File: config.mk
export PLATFORM = sky130hd
export DESIGN_NAME = stls_div
export DESIGN_NICKNAME = d
export VERILOG_FILES = /design/src/rtl/stls_pkg.sv /design/src/rtl/stls_div.sv
export SDC_FILE = /design/constraint.sdc
export NUM_CORES = 1
export LEC_CHECK = 0
export BUFFER_PORTS_ARGS = -buffer_cell sky130_fd_sc_hd__buf_2
export CELL_PAD_IN_SITES_DETAIL_PLACEMENT = 1
export CELL_PAD_IN_SITES_GLOBAL_PLACEMENT = 1
export CORE_MARGIN = 2
export CORE_UTILIZATION = 50
export DETAILED_ROUTE_END_ITERATION = 16
export PLACE_DENSITY_LB_ADDON = 0.1
export SYNTH_ARGS = -nofsm -noshare
export SYNTH_HDL_FRONTEND = slang
export SYNTH_SLANG_ARGS = --single-unit
File: constraint.sdc
create_clock -name clk -period 7.46 [get_ports clk]
set_input_delay 0.373 -clock clk [delete_from_list [all_inputs] [get_ports clk]]
set_output_delay 0.373 -clock clk [all_outputs]
set_load 0.005 [all_outputs]
File: src/rtl/stls_pkg.sv
// ----------------------------------------------------------------------------
// stls_pkg
// Shared constants and types for the stability latching track smoother: window
// geometry, field widths, register indexes and the divider status bundle.
// ----------------------------------------------------------------------------
package stls_pkg;

  localparam int WINDOW_SIZE = 10;
  localparam int SLOT_W      = $clog2(WINDOW_SIZE);
  localparam int CNT_W       = $clog2(WINDOW_SIZE + 1);

  localparam int POS_W = 20;
  localparam int LEN_W = 16;
  localparam int HDG_W = 16;
  localparam int LIM_W = 16;

  // window values are held offset to unsigned, all at the widest field width
  localparam int VAL_W  = POS_W;
  localparam int SUM_W  = VAL_W + SLOT_W;

  // floor(sum / WINDOW_SIZE) as (sum * RECIP_MULT) >> RECIP_SHIFT, exact for any sum
  localparam int RECIP_SHIFT = SUM_W + SLOT_W;
  localparam int RECIP_W     = SUM_W + 1;
  localparam logic [RECIP_W-1:0] RECIP_MULT =
    RECIP_W'(((longint'(1) << RECIP_SHIFT) + longint'(WINDOW_SIZE) - longint'(1)) /
             longint'(WINDOW_SIZE));

  localparam int NFIELD = 4;
  localparam int F_X    = 0;
  localparam int F_Y    = 1;
  localparam int F_LEN  = 2;
  localparam int F_HDG  = 3;

  localparam int CFG_IDX_W = 4;
  typedef enum logic [CFG_IDX_W-1:0] {
    CFG_X_LIMIT   = 4'd0,
    CFG_Y_LIMIT   = 4'd1,
    CFG_LEN_LIMIT = 4'd2,
    CFG_HDG_LIMIT = 4'd3
  } cfg_reg_t;

  localparam logic [LIM_W-1:0] X_LIMIT_RST   = 16'd300;
  localparam logic [LIM_W-1:0] Y_LIMIT_RST   = 16'd100;
  localparam logic [LIM_W-1:0] LEN_LIMIT_RST = 16'd300;
  localparam logic [LIM_W-1:0] HDG_LIMIT_RST = 16'd696;

  typedef struct packed {
    logic busy;
    logic done;
  } div_stat_t;

  typedef struct packed {
    logic signed [POS_W-1:0] x;
    logic signed [POS_W-1:0] y;
    logic        [LEN_W-1:0] len;
    logic signed [HDG_W-1:0] hdg;
  } ring_entry_t;

endpackage

File: src/rtl/stls_div.sv
// ----------------------------------------------------------------------------
// stls_div
// Divides an unsigned window sum by the window size through a reciprocal
// multiply; the sum is held on start and done pulses as the quotient is registered.
// ----------------------------------------------------------------------------
module stls_div
  import stls_pkg::*;
(
  input  logic             clk,
  input  logic             rst,
  input  logic             start,
  input  logic [SUM_W-1:0] dividend,
  output logic [VAL_W-1:0] quotient,
  output div_stat_t        stat
);

  logic [SUM_W-1:0]         held;
  logic [SUM_W+RECIP_W-1:0] prod;

  assign prod = (SUM_W+RECIP_W)'(held) * (SUM_W+RECIP_W)'(RECIP_MULT);

  always_ff @(posedge clk) begin
    if (rst) begin
      stat <= '0;
    end else begin
      stat.busy <= start;
      stat.done <= stat.busy;
    end
  end

  always_ff @(posedge clk) begin
    if (start) begin
      held <= dividend;
    end
    if (stat.busy) begin
      quotient <= prod[RECIP_SHIFT +: VAL_W];
    end
  end

endmodule

==> results of run 1 <==
[sequential cells by signal, summed over array words and instances (netlist names)]
| signal | flops |
|---|---|
| held | 24 |
| stat | 2 |
| quotient | 20 |
[critical path, delay by kind of cell (launching register included)]
kind                       cells  cell delay (ns)
adders and majority gates      7             3.31
xor gates and xnor gates       1             0.46
DFF                            1             0.62
and+or+nand+nor                2             0.39
AOI/OAI and AO/OA              7             1.61
buffers and inverters          2             0.10
[synthesized netlist by cell type (3+ instances only)]
| master | n | area [um^2] |
|---|---|---|
| a21o_1 | 20 | 150.1 |
| a21oi_1 | 39 | 195.2 |
| and2_1 | 4 | 25.02 |
| and2_2 | 3 | 22.52 |
| and3_1 | 4 | 25.02 |
| clkbuf_1 | 4 | 15.01 |
| edfxtp_1 | 44 | 1321 |
| fa_1 | 209 | 4184 |
| ha_1 | 256 | 3203 |
| inv_1 | 337 | 1265 |
| nand2_1 | 28 | 105.1 |
| nand3_1 | 4 | 20.02 |
| nand4_1 | 4 | 25.02 |
| nor2_1 | 10 | 37.54 |
| nor3_1 | 7 | 35.03 |
| o21a_1 | 6 | 45.04 |
| o21ai_0 | 13 | 65.06 |
| o21bai_1 | 3 | 22.52 |
| xnor2_1 | 17 | 148.9 |
| xor2_1 | 25 | 219.0 |
[cells in the final DEF, fill, tap and decap left out, types with 3 or more instances in the layout]
master	Yosys	routed
and2_2	3	3
nand4_1	4	4
nor2_1	10	10
o21bai_1	3	3
a21oi_1	39	39
ha_1	256	256
nand3_1	4	4
and2_1	4	4
o21ai_0	13	13
buf_2	0	48
buf_4	0	7
a21o_1	20	20
inv_1	337	337
and3_1	4	4
fa_1	209	209
nor3_1	7	7
o21a_1	6	6
xnor2_1	17	17
nand2_1	28	28
edfxtp_1	44	44
clkbuf_16	0	5
xor2_1	25	25
[cell type report]
class	instances	area (um^2)	area share, %
clock buffers	5	125.1	1.017
clock inverters	3	16.27	0.1322
inverters	337	1265	10.28
multi-input cells	691	8884	72.22
flip-flops and latches	46	1361	11.07
well taps	285	356.6	2.899
repair buffers	55	292.8	2.380
[metal layers]
| metal | global-route usage, % | vias to the layer above | wire (um) |
|---|---|---|---|
| met5 | 0 | - | 0 |
| met1 | 30.53 | 3879 | 11550 |
| met3 | 2.139 | 48 | 620 |
| met2 | 49.37 | 100 | 16490 |
| met4 | 10.97 | 0 | 1305 |
| li1 | - | 3487 | - |
[kinds of logic (layout without fill, tap and decap cells)]
logic type / count (synthesis) / count (layout) / share of synthesized area (%)
adders and majority gates: 466 / 466 / 64.11
buffers and inverters: 343 / 400 / 11.20
AOI/OAI and AO/OA: 103 / 103 / 5.867
and+or+nand+nor: 80 / 80 / 3.828
DFF: 46 / 46 / 11.80
xor gates and xnor gates: 42 / 42 / 3.188
[path summary, 6_finish.rpt]
check                                 to  slack (ns)  depth (start not counted)
setup / recovery  quotient[19]$_DFFE_PP_        0.70                         19
hold / removal        stat[1]$_SDFF_PP0_        0.23                          2
setup reg to reg  quotient[19]$_DFFE_PP_        0.70                         19
hold reg to reg    quotient[0]$_DFFE_PP_        0.71                          1
[metrics by stage]
step | worst slack [ns] | instances
2_1_floorplan | 1.449 | 1080
3_3_place_gp | 0.8176 | 1414
3_5_place_dp | 0.7537 | 1414
4_1_cts | 0.7510 | 1422
5_1_grt | 0.5029 | 1422
6_report | 0.7039 | 1422
==> reports/qor.csv, run 1 <==
metric,value,unit
H-tree Lvls,2,
Nets,1628,
Synth Register Bits,46,
skew final,0.004456,ns
CTS Buffer Depth,2,
Final Setup Violations,0,
fmax,148.0,MHz
core area,22640,um^2
Max Slew Vio Count,0,
RSZ-0062 raised after global routing,false,
Initial DRT Pass Iterations,4,
required time of the critical path,7.52,ns
crit path max fanout,9,
fin crit share,90.56,%
drt wl/cell,21.07,um
arrival time at the worst endpoint,6.81,ns
Layout Area Growth over Synthesis,6.615,%
initial core utilization,50.96,%
gr usage total,26.19,%
Worst-Margin Slew,0.7193,ns
Hold Slack,0.2338,ns
Layout fillers,2502,
Detailed Route WL,29.96,mm
min-delay worst type,in2reg,
startpoint class of the critical path,register,
register area share after synthesis,11.80,%
via count,7514,
"most used cell, CP",fa_1,
CP Capture Type,register,
CTS resizes,0,
# IOs,49,
reg2reg start,held[4]$_DFFE_PP_,
max_slew headroom,52.05,%
Max-Cap Viols,0,
Final Hold Vio Count,0,
status,completed,
Cell variety after synth,53,
detailed-route vias per instance,5.284,
n_diodes,0,
Async SR Flop Fraction,0,%
Root Driver,clkbuf_16,
Synthesized Nets,1572,
Syn Inst Count,1080,
Setup TNS,0,ns
DP HPWL,26.90,mm
CTS tree,done,
crit-path cells,ha_1 > xnor2_1 > o21ai_0 > fa_1 > fa_1 > fa_1 > fa_1 > inv_1 > fa_1 > inv_1 > ha_1 > and2_4 > a221o_1 > a31o_1 > a21o_1 > o21bai_2 > and2_4 > o21ai_1 > a311o_1,
critical hold path startpoint,rst,
starting DRC count in detailed routing,238,
die area,24310,um^2
number of synthesized flops with an enable pin,44,
Placement Cell Area,12160,um^2
total congestion overflow,0,
CP max stage delay,0.62,ns
Final Cell Area,12300,um^2
Final min period,6.756,ns
global-route wire length before repair,46.83,mm
x dimension of the die,155.9,um
RePlAce Congestion,0.8802,
Post-CTS Setup Bufs,0,
CTS buffer count,5,
Final ANT Viol Nets,0,
final routed DRC violation total,0,
vias in the first global route,8522,
crit path max-delay cell type,edfxtp_1,
Synth Flop Type,edfxtp_1,
Yosys warnings,0,
Core Rows,55,
PortBufs,48,
Mean Syn Cell Area,10.68,um^2
layout cells sized above 1,6.948,%
"CTS clk-pin slew, worst paths",0.07,ns
fin util,54.33,%
initial antenna violation count,1,
cts hold-fix bufs,0,
die height,155.9,um
worst-skew pair later-pin latency,0.30,ns
Worst Setup SP,held[4]$_DFFE_PP_,
clock sinks,46,
Mapped Area,11540,um^2
kind of critical path,reg2reg,
largest net degree at the start of global routing,26,
Power of run 1 is not shown: default switching activity piles up to over one toggle a cycle in this logic, so the estimate is an artifact.
==> run 2: changes to the inputs <==
Settings changed: CORE_ASPECT_RATIO set to 0.6, MAX_ROUTING_LAYER set to met4.
==> reports/qor.csv, run 2 (synthesized netlist as in run 1, its figures left out) <==
metric,value,unit,change
CTS resizes,0,,unchanged
core area,22330,um^2,-1.4%
CTS Buffer Depth,2,,unchanged
initial core utilization,51.66,%,+0.70 points
most frequent cells in the layout,"inv_1 (337), ha_1 (256), fa_1 (209)",,
Final min period,6.927,ns,+0.1706 ns
initial antenna violation count,1,,unchanged
startpoint class of the critical path,register,,
final routed DRC violation total,0,,unchanged
skew final,0.007257,ns,+0.002801 ns
Layout Area Growth over Synthesis,6.886,%,
fmax,144.4,MHz,-2.5%
largest net degree at the start of global routing,26,,unchanged
CP Capture Type,register,,
kind of critical path,reg2reg,,
via count,7586,,+0.96%
clock sinks,46,,unchanged
Final Hold Vio Count,0,,unchanged
Core Rows,42,,-24%
min-delay worst type,in2reg,,
Initial DRT Pass Iterations,4,,unchanged
drt wl/cell,23.00,um,+9.2%
Root Driver,clkbuf_16,,
Final ANT Viol Nets,0,,unchanged
total congestion overflow,0,,unchanged
arrival time at the worst endpoint,6.99,ns,+0.18 ns
layout cells sized above 1,6.702,%,-0.25 points
n_diodes,0,,unchanged
Detailed Route WL,33.17,mm,+11%
Nets,1625,,-0.18%
die area,24350,um^2,+0.16%
PortBufs,48,,unchanged
required time of the critical path,7.53,ns,about the same
max reg flops,24,,unchanged
fin crit share,92.85,%,+2.3 points
"CTS clk-pin slew, worst paths",0.07,ns,about the same
worst-skew pair later-pin latency,0.32,ns,+0.02 ns
Largest regs,"held x24, quotient x20, stat x2",,
Setup TNS,0,ns,unchanged
max_slew headroom,41.29,%,-11 points
H-tree Lvls,2,,unchanged
gr usage total,30.17,%,+4.0 points
status,completed,,
Worst-Margin Slew,0.8795,ns,+0.1602 ns
x dimension of the die,200.1,um,+28%
DP HPWL,29.90,mm,+11%
global-route wire length before repair,51.67,mm,+10%
Max Slew Vio Count,0,,unchanged
CTS buffer count,5,,unchanged
cts hold-fix bufs,0,,unchanged
starting DRC count in detailed routing,488,,+110%
RSZ-0062 raised after global routing,false,,
detailed-route vias per instance,5.261,,-0.44%
RePlAce Congestion,0.9665,,+9.8%
Max-Cap Viols,0,,unchanged
Post-CTS Setup Bufs,0,,unchanged
Final Setup Violations,0,,unchanged
crit path max fanout,12,,+3
Biggest register,held,,
die height,121.7,um,-22%
"most common cell after layout, fill and taps aside",inv_1,,
vias in the first global route,8414,,-1.3%
# IOs,49,,unchanged
CTS tree,done,,
[run 2: changes by cell type in the layout (fill, tap and decap cells not counted), sizes merged]
cell,previous run,this run
clkinv,2,0
buf,55,52
clkbuf,5,6
bufinv,0,1
[run 2: critical path, stage by stage, from the launching register on]
cell,delay (ns)
edfxtp_1,0.75
ha_1,0.47
xor2_1,0.18
ha_1,0.23
a21oi_1,0.21
fa_1,0.49
fa_1,0.50
fa_1,0.67
inv_1,0.09
fa_1,0.49
inv_1,0.05
fa_1,0.47
inv_1,0.04
ha_1,0.31
nand4_1,0.12
nor2_1,0.18
a32oi_1,0.17
a211oi_2,0.40
o21bai_2,0.15
and2_4,0.17
o211a_1,0.23
a311o_1,0.31
[run 2: per-layer routing]
metal	share of wire, %	GRT usage (%)	up-vias	wire length (um)
met2	36	37.52	215	12040
li1	-	-	3477	-
met3	11	12.20	11	3543
met4	0.51	2.938	0	169
met1	53	46.19	3883	17420
met5	0	-	-	0
[run 2: area by class of cell]
cell class | count | area [um^2]
multi-input cells | 691 | 8884
fillers | 2423 | 10000
inverters | 337 | 1265
flip-flops and latches | 46 | 1361
repair buffers | 52 | 270.3
well taps | 308 | 385.4
clock buffers | 6 | 128.9
clock inverters | 2 | 37.54
[run 2: worst paths after layout]
path / cells past startpoint / from / slack [ns] / end
worst min-delay path: 1 / dividend[3] / 0.23 / held[3]$_DFFE_PP_
worst max register to register: 21 / held[3]$_DFFE_PP_ / 0.53 / quotient[19]$_DFFE_PP_
worst max-delay path: 21 / held[3]$_DFFE_PP_ / 0.53 / quotient[19]$_DFFE_PP_
worst min register to register: 0 / stat[1]$_SDFF_PP0_ / 0.89 / quotient[15]$_DFFE_PP_
[run 2: through the flow]
step	hold slack (ns)	cells	cell area [um^2]	utilization (%)	worst slack [ns]
finish	0.2275	1442	12330	55.22	0.5332
global placement	0.5500	1434	12170	54.47	0.7710
detailed placement	0.5517	1434	12170	54.47	0.6580
CTS	0.2190	1442	12330	55.22	0.6279
floorplan	0.4446	1080	11540	-	1.449
global route	0.2234	1442	12330	55.22	0.3126
Power of run 2 is left out for the same reason.
==> run 3: changes to the inputs <==
Settings changed: RECOVER_POWER set to 50.
==> reports/qor.csv, run 3 (synthesized netlist as in run 1, its figures left out) <==
metric,value,unit,change
status,"complete, but fails checks",,
failing checks,"max-capacitance violations, max-slew violations",,
clock sinks,46,,unchanged
met2 wire len,12.04,mm,about the same
via count,7591,,+0.066%
CP Capture Type,register,,
fmax,144.4,MHz,about the same
RePlAce Congestion,0.9665,,unchanged
vias in the first global route,8414,,unchanged
Final ANT Viol Nets,0,,unchanged
CTS tree,done,,
Max-Cap Viols,1,,+1
Final Setup Violations,0,,unchanged
starting DRC count in detailed routing,488,,unchanged
setup ws final,0.5327,ns,-0.0005370 ns
Max Slew Vio Count,26,,+26
initial antenna violation count,1,,unchanged
critical hold path startpoint,dividend[3],,
Nets,1625,,unchanged
Worst Setup SP,held[3]$_DFFE_PP_,,
largest net degree at the start of global routing,26,,unchanged
max reg flops,24,,unchanged
gr usage total,30.17,%,unchanged
global-route wire length before repair,51.67,mm,unchanged
# IOs,49,,unchanged
DR WL met3,3.549,mm,+0.17%
"CTS clk-pin slew, worst paths",0.07,ns,about the same
detailed-route vias per instance,5.264,,about the same
final routed DRC violation total,0,,unchanged
Worst-Margin Slew,1.588,ns,+0.7086 ns
initial core utilization,51.66,%,unchanged
x dimension of the die,200.1,um,unchanged
startpoint class of the critical path,register,,
met1 WL,17.42,mm,about the same
H-tree Lvls,2,,unchanged
CTS resizes,0,,unchanged
cts hold-fix bufs,0,,unchanged
most frequent cells in the layout,"inv_1 (337), ha_1 (256), fa_1 (209)",,
Final Hold Vio Count,0,,unchanged
drt wl/cell,23.01,um,about the same
CTS buffer count,5,,unchanged
CTS Buffer Depth,2,,unchanged
reg2reg start,held[3]$_DFFE_PP_,,
kind of critical path,reg2reg,,
sequential cell area,1361,um^2,unchanged
Setup TNS,0,ns,unchanged
Largest regs,"held x24, quotient x20, stat x2",,
"most common cell after layout, fill and taps aside",inv_1,,
Layout fillers,2423,,unchanged
min-delay worst type,in2reg,,
layout cells sized above 1,6.261,%,-0.44 points
RSZ-0062 raised after global routing,false,,
Multi-input gate area,8884,um^2,unchanged
pre-CTS setup slack,0.6580,ns,unchanged
worst-skew pair later-pin latency,0.32,ns,about the same
Core Rows,42,,unchanged
skew final,0.007257,ns,+0.00000002000 ns
core area,22330,um^2,unchanged
arrival time at the worst endpoint,6.99,ns,about the same
Layout Area Growth over Synthesis,6.832,%,about the same
placed cells,1434,,unchanged
Initial DRT Pass Iterations,4,,unchanged
max layer used,met4,,
Root Driver,clkbuf_16,,
PortBufs,48,,unchanged
Biggest register,held,,
Post-CTS Setup Bufs,0,,unchanged
die height,121.7,um,unchanged
fin crit share,92.86,%,about the same
DP HPWL,29.90,mm,unchanged
n_diodes,0,,unchanged
"non-filler cells, final",1442,,unchanged
Final min period,6.927,ns,+0.0005370 ns
die area,24350,um^2,unchanged
total congestion overflow,0,,unchanged
max_slew headroom,-5.873,%,-47 points
crit path max fanout,12,,unchanged
Detailed Route WL,33.18,mm,about the same
required time of the critical path,7.53,ns,about the same
==> run 3: cell count changes in the layout (fill, tap and decap cells not counted), sizes merged <==
cell,before,now
buf,52,47
clkbuf,6,11
==> run 3: routing by layer <==
metal / track usage (%) / vias to the layer above
li1: - / 3477
met1: 46.19 / 3888
met2: 37.52 / 215
met3: 12.20 / 11
met4: 2.938 / 0
met5: - / -
==> run 3: path summary, 6_finish.rpt <==
| check | to | slack (ns) | depth (start not counted) |
|---|---|---|---|
| worst max-delay path | quotient[19]$_DFFE_PP_ | 0.53 | 21 |
| worst min-delay path | held[3]$_DFFE_PP_ | 0.23 | 1 |
| worst max register to register | quotient[19]$_DFFE_PP_ | 0.53 | 21 |
| worst min register to register | quotient[15]$_DFFE_PP_ | 0.89 | 0 |
==> run 3: stage by stage <==
step	util, %	area, um^2	hold slack, ns
after global routing	55.19	12330	0.2234
final	55.19	12330	0.2275
after floorplan	-	11540	0.4446
after global placement	54.47	12170	0.5500
after CTS	55.22	12330	0.2190
after detailed placement	54.47	12170	0.5517
==> run 3: worst max-delay path, stage by stage, from the launching register on <==
cell	delay, ns
edfxtp_1	0.75
ha_1	0.47
xor2_1	0.18
ha_1	0.23
a21oi_1	0.21
fa_1	0.49
fa_1	0.50
fa_1	0.67
inv_1	0.09
fa_1	0.49
inv_1	0.05
fa_1	0.47
inv_1	0.04
ha_1	0.31
nand4_1	0.12
nor2_1	0.18
a32oi_1	0.17
a211oi_2	0.40
o21bai_2	0.15
and2_4	0.17
o211a_1	0.23
a311o_1	0.31
==> run 3: cell type report <==
cell class | count | area share (%)
Sequential cell | 46 | 11.04
Multi-Input combinational cell | 691 | 72.07
Inverter | 337 | 10.26
Timing Repair Buffer | 52 | 2.142
Tap cell | 308 | 3.127
Clock inverter | 2 | 0.3045
Clock buffer | 6 | 1.046
Power of run 3 is left out for the same reason.
